==> src/design/fbrc_pkg.sv <==
// Shared types, constants and helper functions of the forbidden address range checker.
// Depends on nothing; the core, datapath and controller import it.
package fbrc_pkg;

	localparam int TABLE_DEPTH = 64;
	localparam int SLOT_W      = (TABLE_DEPTH > 1) ? $clog2(TABLE_DEPTH) : 1;
	localparam int PAGE_SHIFT  = 12;
	localparam int ADDR_W      = 64;

	localparam int IN_DATA_W  = 208;
	localparam int IN_USER_W  = 4;
	localparam int OUT_DATA_W = 8;

	localparam logic [1:0] OP_LOAD  = 2'd0;
	localparam logic [1:0] OP_CLEAR = 2'd1;
	localparam logic [1:0] OP_CHECK = 2'd2;

	localparam logic [1:0] SRC_MEMMAP   = 2'd0;
	localparam logic [1:0] SRC_RESERVED = 2'd1;
	localparam logic [1:0] SRC_ATTR     = 2'd2;
	localparam logic [1:0] NO_SOURCE    = 2'd3;

	localparam logic [3:0] MT_LOADER_CODE   = 4'd1;
	localparam logic [3:0] MT_LOADER_DATA   = 4'd2;
	localparam logic [3:0] MT_BS_CODE       = 4'd3;
	localparam logic [3:0] MT_BS_DATA       = 4'd4;
	localparam logic [3:0] MT_RT_CODE       = 4'd5;
	localparam logic [3:0] MT_RT_DATA       = 4'd6;
	localparam logic [3:0] MT_CONVENTIONAL  = 4'd7;
	localparam logic [3:0] MT_UNUSABLE      = 4'd8;
	localparam logic [3:0] MT_ACPI_RECLAIM  = 4'd9;

	// One table slot as stored: the class decision and the exclusive end are
	// worked out when the slot is loaded, so a scan only compares.
	typedef struct packed {
		logic              forbids;
		logic [1:0]        source;
		logic [ADDR_W-1:0] start;
		logic [ADDR_W:0]   limit;
	} slot_t;

	typedef struct packed {
		logic capture;
		logic clear_tbl;
		logic write_slot;
		logic scan_issue;
		logic publish;
	} cmd_t;

	typedef struct packed {
		logic issue_last;
		logic out_free;
	} sts_t;

	function automatic logic forbid_class(input logic [1:0] src, input logic [3:0] mtype,
			input logic ro);
		logic res;
		res = 1'b0;
		case (src)
			SRC_MEMMAP: begin
				case (mtype)
					MT_LOADER_CODE, MT_LOADER_DATA, MT_BS_CODE, MT_BS_DATA,
					MT_CONVENTIONAL, MT_UNUSABLE, MT_ACPI_RECLAIM: res = 1'b1;
					default: res = 1'b0;
				endcase
			end
			SRC_RESERVED: res = 1'b1;
			SRC_ATTR: res = ro && (mtype == MT_RT_CODE || mtype == MT_RT_DATA);
			default: res = 1'b0;
		endcase
		return res;
	endfunction

	// Exclusive end of a region, one bit wider than an address so it never wraps.
	function automatic logic [ADDR_W:0] region_limit(input logic [1:0] src,
			input logic [ADDR_W-1:0] start, input logic [ADDR_W-1:0] size);
		logic [ADDR_W:0] res;
		res = '0;
		if (src == SRC_RESERVED) begin
			res = {1'b0, start} + {1'b0, size};
		end else if (size[ADDR_W-1 -: PAGE_SHIFT] != '0) begin
			res = {1'b1, {ADDR_W{1'b0}}};
		end else begin
			res = {1'b0, start} + {1'b0, size[ADDR_W-PAGE_SHIFT-1:0], {PAGE_SHIFT{1'b0}}};
		end
		return res;
	endfunction

endpackage

==> src/design/fbrc_ctrl.sv <==
// Controller of the range checker: sequences load, clear and check words and
// drives the datapath commands. Uses fbrc_pkg.
module fbrc_ctrl (
	input  logic           clk,
	input  logic           arst_n,
	input  logic           in_valid,
	input  logic [1:0]     in_op,
	input  logic           enable,
	output logic           in_ready,
	output fbrc_pkg::cmd_t cmd,
	input  fbrc_pkg::sts_t sts
);
	import fbrc_pkg::*;

	typedef enum logic [2:0] {
		ST_IDLE,
		ST_WRITE,
		ST_SCAN,
		ST_DRAIN,
		ST_DONE
	} state_t;

	state_t state_q;
	logic   accept;

	assign in_ready = (state_q == ST_IDLE);
	assign accept   = in_valid && in_ready;

	always_comb begin
		cmd            = '0;
		cmd.capture    = accept;
		cmd.clear_tbl  = accept && (in_op == OP_CLEAR);
		cmd.write_slot = (state_q == ST_WRITE);
		cmd.scan_issue = (state_q == ST_SCAN);
		cmd.publish    = (state_q == ST_DONE) && sts.out_free;
	end

	always_ff @(posedge clk or negedge arst_n) begin
		if (!arst_n) begin
			state_q <= ST_IDLE;
		end else begin
			unique case (state_q)
				ST_IDLE: begin
					if (accept) begin
						if (in_op == OP_LOAD) begin
							state_q <= ST_WRITE;
						end else if (in_op == OP_CHECK && enable) begin
							state_q <= ST_SCAN;
						end else begin
							state_q <= ST_DONE;
						end
					end
				end
				ST_WRITE: state_q <= ST_DONE;
				ST_SCAN: begin
					if (sts.issue_last) begin
						state_q <= ST_DRAIN;
					end
				end
				// The last slot read is still being compared in this cycle.
				ST_DRAIN: state_q <= ST_DONE;
				ST_DONE: begin
					if (sts.out_free) begin
						state_q <= ST_IDLE;
					end
				end
				default: state_q <= ST_IDLE;
			endcase
		end
	end
endmodule
==> config.mk <==
export PLATFORM = sky130hd
export DESIGN_NAME = fbrc_ctrl
export DESIGN_NICKNAME = d
export VERILOG_FILES = /design/src/design/fbrc_pkg.sv /design/src/design/fbrc_ctrl.sv
export SDC_FILE = /design/constraint.sdc
export NUM_CORES = 1
export LEC_CHECK = 0
export ABC_CLOCK_PERIOD_IN_PS = 1300
export BUFFER_PORTS_ARGS = -buffer_cell sky130_fd_sc_hd__buf_2
export CORE_AREA = 2 2 39 41
export CTS_BUF_LIST = sky130_fd_sc_hd__clkbuf_8
export DETAILED_ROUTE_END_ITERATION = 16
export DIE_AREA = 0 0 41 43
export HOLD_SLACK_MARGIN = 0.12
export PLACE_DENSITY = 0.37
export SYNTH_ARGS = -nofsm -noshare
export SYNTH_HDL_FRONTEND = slang
export SYNTH_SLANG_ARGS = --single-unit
==> constraint.sdc <==
create_clock -name clk -period 1.3 [get_ports clk]
set_input_delay 0.13 -clock clk [delete_from_list [all_inputs] [get_ports clk]]
set_output_delay 0.13 -clock clk [all_outputs]
set_load 0.005 [all_outputs]
==> results of run 1 <==
-- repair_timing --
item	4_1_cts	5_1_grt
gates cloned	0	0
resized for setup	4	3
hold buffers	1	0
pin swaps	3	2
setup buffers	4	0
endpoints found under the setup margin	1	3
endpoints found under the hold margin	3	0
-- placed cells by master, fill, tap and decap left out, types with 2 or more instances in the layout --
cell and count:
buf_2 12, buf_4 4, buf_6 2, clkbuf_8 3, dfrtp_2 2, nor2_1 3
nor2b_1 2, nor3_1 2
-- how the worst min path moves through the flow --
stage            from                endpoint  slack, ps  cells after the start
4_1_cts        sts[0]  state_q[2]$_DFFE_PN0P_        200                      3
3_5_place_dp   arst_n  state_q[1]$_DFFE_PN0P_        -70                      1
2_1_floorplan  arst_n  state_q[0]$_DFFE_PN0P_       -170                      0
3_3_place_gp   arst_n  state_q[1]$_DFFE_PN0P_        -70                      1
5_1_grt        sts[0]  state_q[2]$_DFFE_PN0P_        210                      3
6_report       sts[0]  state_q[2]$_DFFE_PN0P_        210                      3
-- final cells by class --
| class | count | area, um^2 | share of cell area |
|---|---|---|---|
| Clock buffer | 3 | 41.3 | 0.104 |
| Clock inverter | 1 | 3.75 | 0.00949 |
| Multi-Input combinational cell | 18 | 130 | 0.329 |
| Sequential cell | 3 | 77.6 | 0.196 |
| Tap cell | 16 | 20.0 | 0.0506 |
| Timing Repair Buffer | 19 | 123 | 0.310 |
-- routing by layer --
layer,up-vias,track usage,part of all wire
met5,-,0,0
met4,0,0.0200,0
met3,0,0.0628,0.12
met2,12,0.109,0.46
met1,114,0.0874,0.42
li1,124,-,-
-- per-stage QoR --
step                utilization  setup TNS, ps  worst slack, ps  instance area (um^2)  hold slack, ps
floorplan                     -              0              188                   215            -166
global placement          0.209              0              109                   289           -73.3
detailed placement        0.209              0              108                   289           -71.2
CTS                       0.277          -93.8            -77.3                   383             203
global route              0.286           -207             -132                   395             214
finish                    0.286          -93.3            -76.8                   395             205
-- worst max-delay path, cell delays in order, from the launching register on --
cell	delay [ps]
dfrtp_2	410
nor3_4	210
and2_4	170
and3b_1	140
buf_2	100
-- power by group through the flow --
stage	Combinational (mW)	Clock (mW)	Sequential, mW
CTS	0.299	0.270	0.154
detailed placement	0.207	0	0.167
floorplan	0.143	0	0.153
global route	0.348	0.278	0.169
global placement	0.211	0	0.170
finish	0.319	0.260	0.165
-- cells by family (layout without fill, tap and decap cells) --
kind of cell	count (synthesis)	count (layout)	synth area share
buffers and inverters	2	23	0.0872
AND/OR/NAND/NOR	15	15	0.465
flip-flops	3	3	0.349
AO/OA/AOI/OAI	3	3	0.0989
==> impl_metrics.toml, run 1 <==
[run_status]
status = "finished, violations left"
failed_checks = "setup timing"

[flow_run]
max_cap_viol_count = 0

[critical_path]
cp.required_ps = 1170
r2r-start = "state_q[0]$_DFFE_PN0P_"
endpoint_kind = "output pin"
critPathArrivalTime_ps = 1250
critical_path_class = "flop to output pin"
startpoint_type = "flop"
cp_max_fo = 2
worstRegToRegCells = 3
r2r-end = "state_q[2]$_DFFE_PN0P_"
crit_path_end = "cmd[3]"
regToRegSetupSlack_ps = 70
crit_start = "state_q[0]$_DFFE_PN0P_"

[final_layout]
syn_to_final_growth_pct = 83.7
fin_cells = 60
largest-register = "state_q"
largestRegisters = "state_q: 3 flops"
filler_cell_count = 154
drive_gt1_frac = 0.591
antenna_cells = 0
final_nets = 53
largest_reg_flops = 3

[synthesis]
yosys_register_bits = 3
syn_nets = 31
synth_area_leaders = "dfrtp_1, and4bb_2, nor2b_1"
yosysWarnings = 0
synth_common_cells = "dfrtp_1, nor2_1, nor2b_1, nor3_1"
syn_avg_cell_area_um2 = 9.36
ys_seq_area_frac = 0.349
ys_types = 17
netlist.area_leader.share = 0.349
ys.flop_type = "dfrtp_1"
syn_area_um2 = 215
syn-instance-count = 23
synth_area_leader_cell = "dfrtp_1"
async_reset_ff_frac = 1.00
synth_edf_count = 0

[detailed_routing]
antenna_left = 0
wl_um = 585
drt_pass1_iterations = 1
drt-wirelength-per-cell_um = 9.75
vias = 250
post_drt_via_cell_ratio = 4.17
drt_iter0_drc = 0
post-route-drc-count = 0

[power]
ir_drop_uv = 629
finalPower_uw = 744
swShare = 0.292
power.density_mw_per_mm2 = 1880
p_sw_uw = 217
p_leak_nw = 0.201
clock_power_share = 0.349
p_seq_frac = 0.222
combPwrFrac = 0.429
power.internal_uw = 527

[floorplanning]
die_h_um = 43
fp.dieW_um = 41
core_area_mm2 = 0.00138
pin_count = 14
start_util = 0.156
fp-row-count = 14
dieArea_mm2 = 0.00176

[global_routing]
grt_pass1_vias = 232
antenna_found_initial = 0
grt_pass1_wl_um = 890
track_usage = 0.0775
grt-ovfl-total = 0
grt_max_degree = 9

[timing]
drv_slew = 0
skew_ps = 5.07
setup_viol = 2
final.setup.worst_slack_ps = -76.8
clock.fmax_ghz = 0.726
timing.final.crit_share = 1.06
worstMarginPinSlew_ps = 215
relSlewSlack = 0.857
hold_violations = 0
rsz0062_at_grt = "true"
fin_crit_ps = 1380

[cts]
htreeDepth = 1
clk_latency_ps = 220
cts.sinks = 3
tritoncts = "done"
clockBufferDepth = 2
cts-root-buf = "clkbuf_8"
numCtsBuffers = 3
cts.reportedPaths.clkPinSlew_ps = 30

[hold_path]
hp-class = "input pin to flop"

[placement]
placed_cells_incl_taps = 51
place.gp.congestion = 0.736
port_buffers = 13
Power figures use the tool's default switching activity.
==> run 2, diff against run 1 <==
Settings changed: BUFFER_PORTS_ARGS -buffer_cell sky130_fd_sc_hd__buf_2 to -buffer_cell sky130_fd_sc_hd__buf_4, PLACE_DENSITY 0.37 to 0.48.
==> run 2 against run 1 <==
Effect of this change: the run still ends with setup timing left; non-clock buffer count unchanged; utilization up 2.4 points; hold slack about the same; sequential power hardly changed; critical endpoint unchanged; largest cell class is now non-clock buffers.
==> impl_metrics.toml, run 2 (same netlist as run 1, synthesis figures left out) <==
[cts]
clockBufferDepth = 2
cts.sinks = 3
numCtsBuffers = 3
cts.reportedPaths.clkPinSlew_ps = 30
cts-root-buf = "clkbuf_8"
tritoncts = "done"
clk_latency_ps = 210
htreeDepth = 1

[floorplanning]
fp.dieW_um = 41
dieArea_mm2 = 0.00176
pin_count = 14
start_util = 0.156
fp-row-count = 14
core_area_mm2 = 0.00138
die_h_um = 43

[final_layout]
largest-register = "state_q"
final_common_cell = "buf_4"
stdcell_area_um2 = 429
syn_to_final_growth_pct = 99.4
fin_cells = 60
layout_common_cells = "buf_4, nor2_1, clkbuf_8, buf_6"
largest_reg_flops = 3
drive_gt1_frac = 0.591
final_nets = 53
antenna_cells = 0
largestRegisters = "state_q: 3 flops"
filler_cell_count = 146

[global_routing]
grt_pass1_vias = 271
grt-ovfl-total = 0
grt_pass1_wl_um = 1060
track_usage = 0.0894
antenna_found_initial = 0
grt_max_degree = 9

[hold_path]
hp-class = "input pin to flop"

[timing]
hold_violations = 0
fin_crit_ps = 1370
skew_ps = 2.96
timing.final.crit_share = 1.06
setup_viol = 2
final.setup.worst_slack_ps = -74.4
drv_slew = 0
whs_ps = 205
worstMarginPinSlew_ps = 217
rsz0062_at_grt = "true"
clock.fmax_ghz = 0.728
relSlewSlack = 0.855

[detailed_routing]
antenna_left = 0
post-route-drc-count = 0
post_drt_via_cell_ratio = 4.03
drt-wirelength-per-cell_um = 9.93
drt_iter0_drc = 2
wl_um = 596
vias = 242
drt_pass1_iterations = 4

[critical_path]
slowest_stage = "dfrtp_2"
cp_max_fo = 2
slowest_delay_ps = 420
endpoint_kind = "output pin"
critical_path_class = "flop to output pin"
startpoint_type = "flop"
crit_chain = "nor3_4 -> and2_4 -> and3b_1 -> buf_4"
cp.required_ps = 1170
critPathArrivalTime_ps = 1240

[power]
p_leak_nw = 0.209
ir_drop_uv = 661
power.density_mw_per_mm2 = 1880
finalPower_uw = 809

[placement]
placed_area_um2 = 322
place.gp.congestion = 0.609
place_hpwl_um = 410
placed_cells_incl_taps = 51
port_buffers = 13

[flow_run]
max_cap_viol_count = 0

[run_status]
failed_checks = "setup timing"
status = "finished, violations left"
[run 2: cell counts in the layout (fill, tap and decap cells not counted)]
Identical to the previous run, type by type.
[run 2: path summary, 6_finish.rpt]
kind,startpoint,to,slack [ps],depth (start not counted)
worst max-delay path,state_q[0]$_DFFE_PN0P_,cmd[3],-70,4
worst min-delay path,sts[0],state_q[2]$_DFFE_PN0P_,210,3
worst max register to register,state_q[0]$_DFFE_PN0P_,state_q[2]$_DFFE_PN0P_,60,3
worst min register to register,state_q[0]$_DFFE_PN0P_,state_q[0]$_DFFE_PN0P_,610,2
max in group asynchronous,arst_n,state_q[1]$_DFFE_PN0P_,950,2
min in group asynchronous,arst_n,state_q[0]$_DFFE_PN0P_,240,2
[run 2: final cells by class]
type                    instances  area (um^2)  share of cell area
repair buffers                 19          156               0.364
multi-input cells              18          130               0.303
flip-flops and latches          3         77.6               0.181
clock buffers                   3         41.3              0.0962
well taps                      16         20.0              0.0466
clock inverters                 1         3.75             0.00875
[run 2: power by group]
part	leakage (nW)	internal, mW	switching [mW]
combinational	0.146	0.257	0.123
clock	0.0269	0.201	0.0610
sequential	0.0365	0.123	0.0438
total	0.209	0.580	0.228
[run 2: critical path: cells and delay by family, from the launching register on]
family	cells	cell delay (ps)
flip-flops	1	420
AND/OR/NAND/NOR	3	510
buffers and inverters	1	100
[run 2: routing by layer]
layer,vias to the layer above,wire [um],global-route usage
li1,126,-,-
met1,104,260,0.129
met2,12,262,0.113
met3,0,73,0.0209
met4,0,0,0.0600
met5,-,0,0
[run 2: through the flow]
stage	setup slack [ps]	util	TNS, ps
finish	-74.4	0.310	-80.0
floorplan	188	-	0
global route	-142	0.310	-187
CTS	-95.0	0.309	-137
global placement	96.4	0.232	0
detailed placement	103	0.232	0
[run 2: timing repair]
action                     CTS  global route
hold endpoints to repair     3             0
setup buffers                5             1
setup endpoints to repair    1             4
resized for setup            5             3
pin swaps                    3             2
hold buffers                 1             0
==> run 3, diff against run 2 <==
Settings changed: ABC_CLOCK_PERIOD_IN_PS 1300 to 1600.
Clock period 1.3 ns to 1.6 ns, I/O delays scaled along.
==> run 3 against run 2 <==
Effect of this change: the run now ends clean; critical endpoint unchanged; first-iteration DRC count shrank 100%; critical path depth is the same; total power shrank 34%; final cell count shrank 8.3%; utilization shrank 4.3 points; sequential share of layout area grew 2.3 points; combinational power shrank 54%.
==> impl_metrics.toml, run 3 (same netlist as run 1, synthesis figures left out) <==
[critical_path]
endpoint_kind = "output pin"
slowest_delay_ps = 450
slowest_stage = "dfrtp_1"
cp_top_family = "simple AND/OR/NAND/NOR gates"
critPathArrivalTime_ps = 1320
startpoint_type = "flop"
r2r-end = "state_q[2]$_DFFE_PN0P_"
critical_path_class = "flop to output pin"
cp_max_fo = 8
crit_chain = "nor3_2 -> and2_1 -> and3b_1 -> buf_4"
cp.buffers_inverters = 1
cp.required_ps = 1440
regToRegSetupSlack_ps = 440
r2r-start = "state_q[1]$_DFFE_PN0P_"
worstRegToRegCells = 2

[cts]
cts_setup_buffers = 0
clk_latency_ps = 220
cts_hold_buf = 1
ctsResizeCount = 0
tritoncts = "done"
cts.sinks = 3
cts-root-buf = "clkbuf_8"
htreeDepth = 1
numCtsBuffers = 3
clockBufferDepth = 2
cts.reportedPaths.clkPinSlew_ps = 30

[final_layout]
largest-register = "state_q"
antenna_cells = 0
largest_reg_flops = 3
final_util = 0.267
layout_common_cells = "buf_4, nor2_1, clkbuf_8, dfrtp_1"
largestRegisters = "state_q: 3 flops"
final_common_cell = "buf_4"
final_nets = 48
regArea_um2 = 75.1
filler_cell_count = 152
syn_to_final_growth_pct = 71.5
multiInputGateArea_um2 = 121
drive_gt1_frac = 0.462
fin_cells = 55

[floorplanning]
pin_count = 14
dieArea_mm2 = 0.00176
die_h_um = 43
core_area_mm2 = 0.00138
fp.dieW_um = 41
start_util = 0.156
fp-row-count = 14

[global_routing]
grt-ovfl-total = 0
grt_max_degree = 10
antenna_found_initial = 0
grt_pass1_wl_um = 931
grt_pass1_vias = 236
track_usage = 0.0914

[hold_path]
hold_end = "state_q[2]$_DFFE_PN0P_"
worstHoldStart = "in_valid"
min_delay_path_depth = 3
hp-class = "input pin to flop"

[detailed_routing]
drt_pass1_iterations = 1
post_drt_via_cell_ratio = 4.11
post-route-drc-count = 0
wl_um = 569
drt_iter0_drc = 0
antenna_left = 0
drt-wirelength-per-cell_um = 10.3
vias = 226

[timing]
skew_ps = 1.21
setup_viol = 0
final.setup.worst_slack_ps = 121
setup_tns_ps = 0
timing.final.crit_share = 0.924
whs_ps = 230
relSlewSlack = 0.818
clock.fmax_ghz = 0.676
hold_violations = 0
fin_crit_ps = 1480
rsz0062_at_grt = "false"
worstMarginPinSlew_ps = 273
drv_slew = 0

[placement]
place_ws_ps = 348
placed_cells_incl_taps = 50
port_buffers = 13
place.gp.congestion = 0.637
place_hpwl_um = 398

[flow_run]
max_cap_viol_count = 0

[run_status]
status = "finished clean"

[power]
p_leak_nw = 0.180
power.density_mw_per_mm2 = 1450
ir_drop_uv = 275
## run 3: changes by cell type in the layout (fill, tap and decap cells not counted)
cell,change
and2_1,+1
and2_4,-1
buf_4,-2
buf_6,-3
dfrtp_1,+2
dfrtp_2,-2
nor3_2,+1
nor3_4,-1
## run 3: cell type report
class	instances	share of cell area
Clock buffer	3	0.112
Sequential cell	3	0.203
Clock inverter	1	0.0102
Tap cell	16	0.0542
Timing Repair Buffer	14	0.292
Multi-Input combinational cell	18	0.329
## run 3: tightest hold or removal path, delay by kind of cell
kind,cells,cell delay [ps]
buf+inv,1,90
compound gates,1,80
simple gates,1,80
## run 3: worst max path at each step
stage / start / end / slack (ps) / depth (start not counted)
global route: state_q[2]$_DFFE_PN0P_ / cmd[3] / 50 / 4
detailed placement: state_q[2]$_DFFE_PN0P_ / cmd[3] / 350 / 4
CTS: state_q[2]$_DFFE_PN0P_ / cmd[3] / 100 / 4
global placement: state_q[2]$_DFFE_PN0P_ / cmd[3] / 350 / 4
finish: state_q[2]$_DFFE_PN0P_ / cmd[3] / 120 / 4
floorplan: state_q[2]$_DFFE_PN0P_ / cmd[3] / 480 / 3
## run 3: per-layer routing
metal	routed length, um	GRT usage	vias to the layer above
li1	-	-	115
met1	228	0.103	93
met2	211	0.0938	14
met3	94	0.0419	4
met4	34	0.140	0
met5	0	0	-
## run 3: stage by stage
step           total power, mW  area (um^2)
2_1_floorplan            0.241          215
3_3_place_gp             0.321          314
4_1_cts                  0.551          369
6_report                 0.537          369
5_1_grt                  0.582          369
3_5_place_dp             0.320          314
## run 3: where the power goes
group          internal, mW  switching (mW)
registers            0.0977          0.0469
clock network         0.164          0.0548
logic                 0.114          0.0599
total                 0.375           0.162
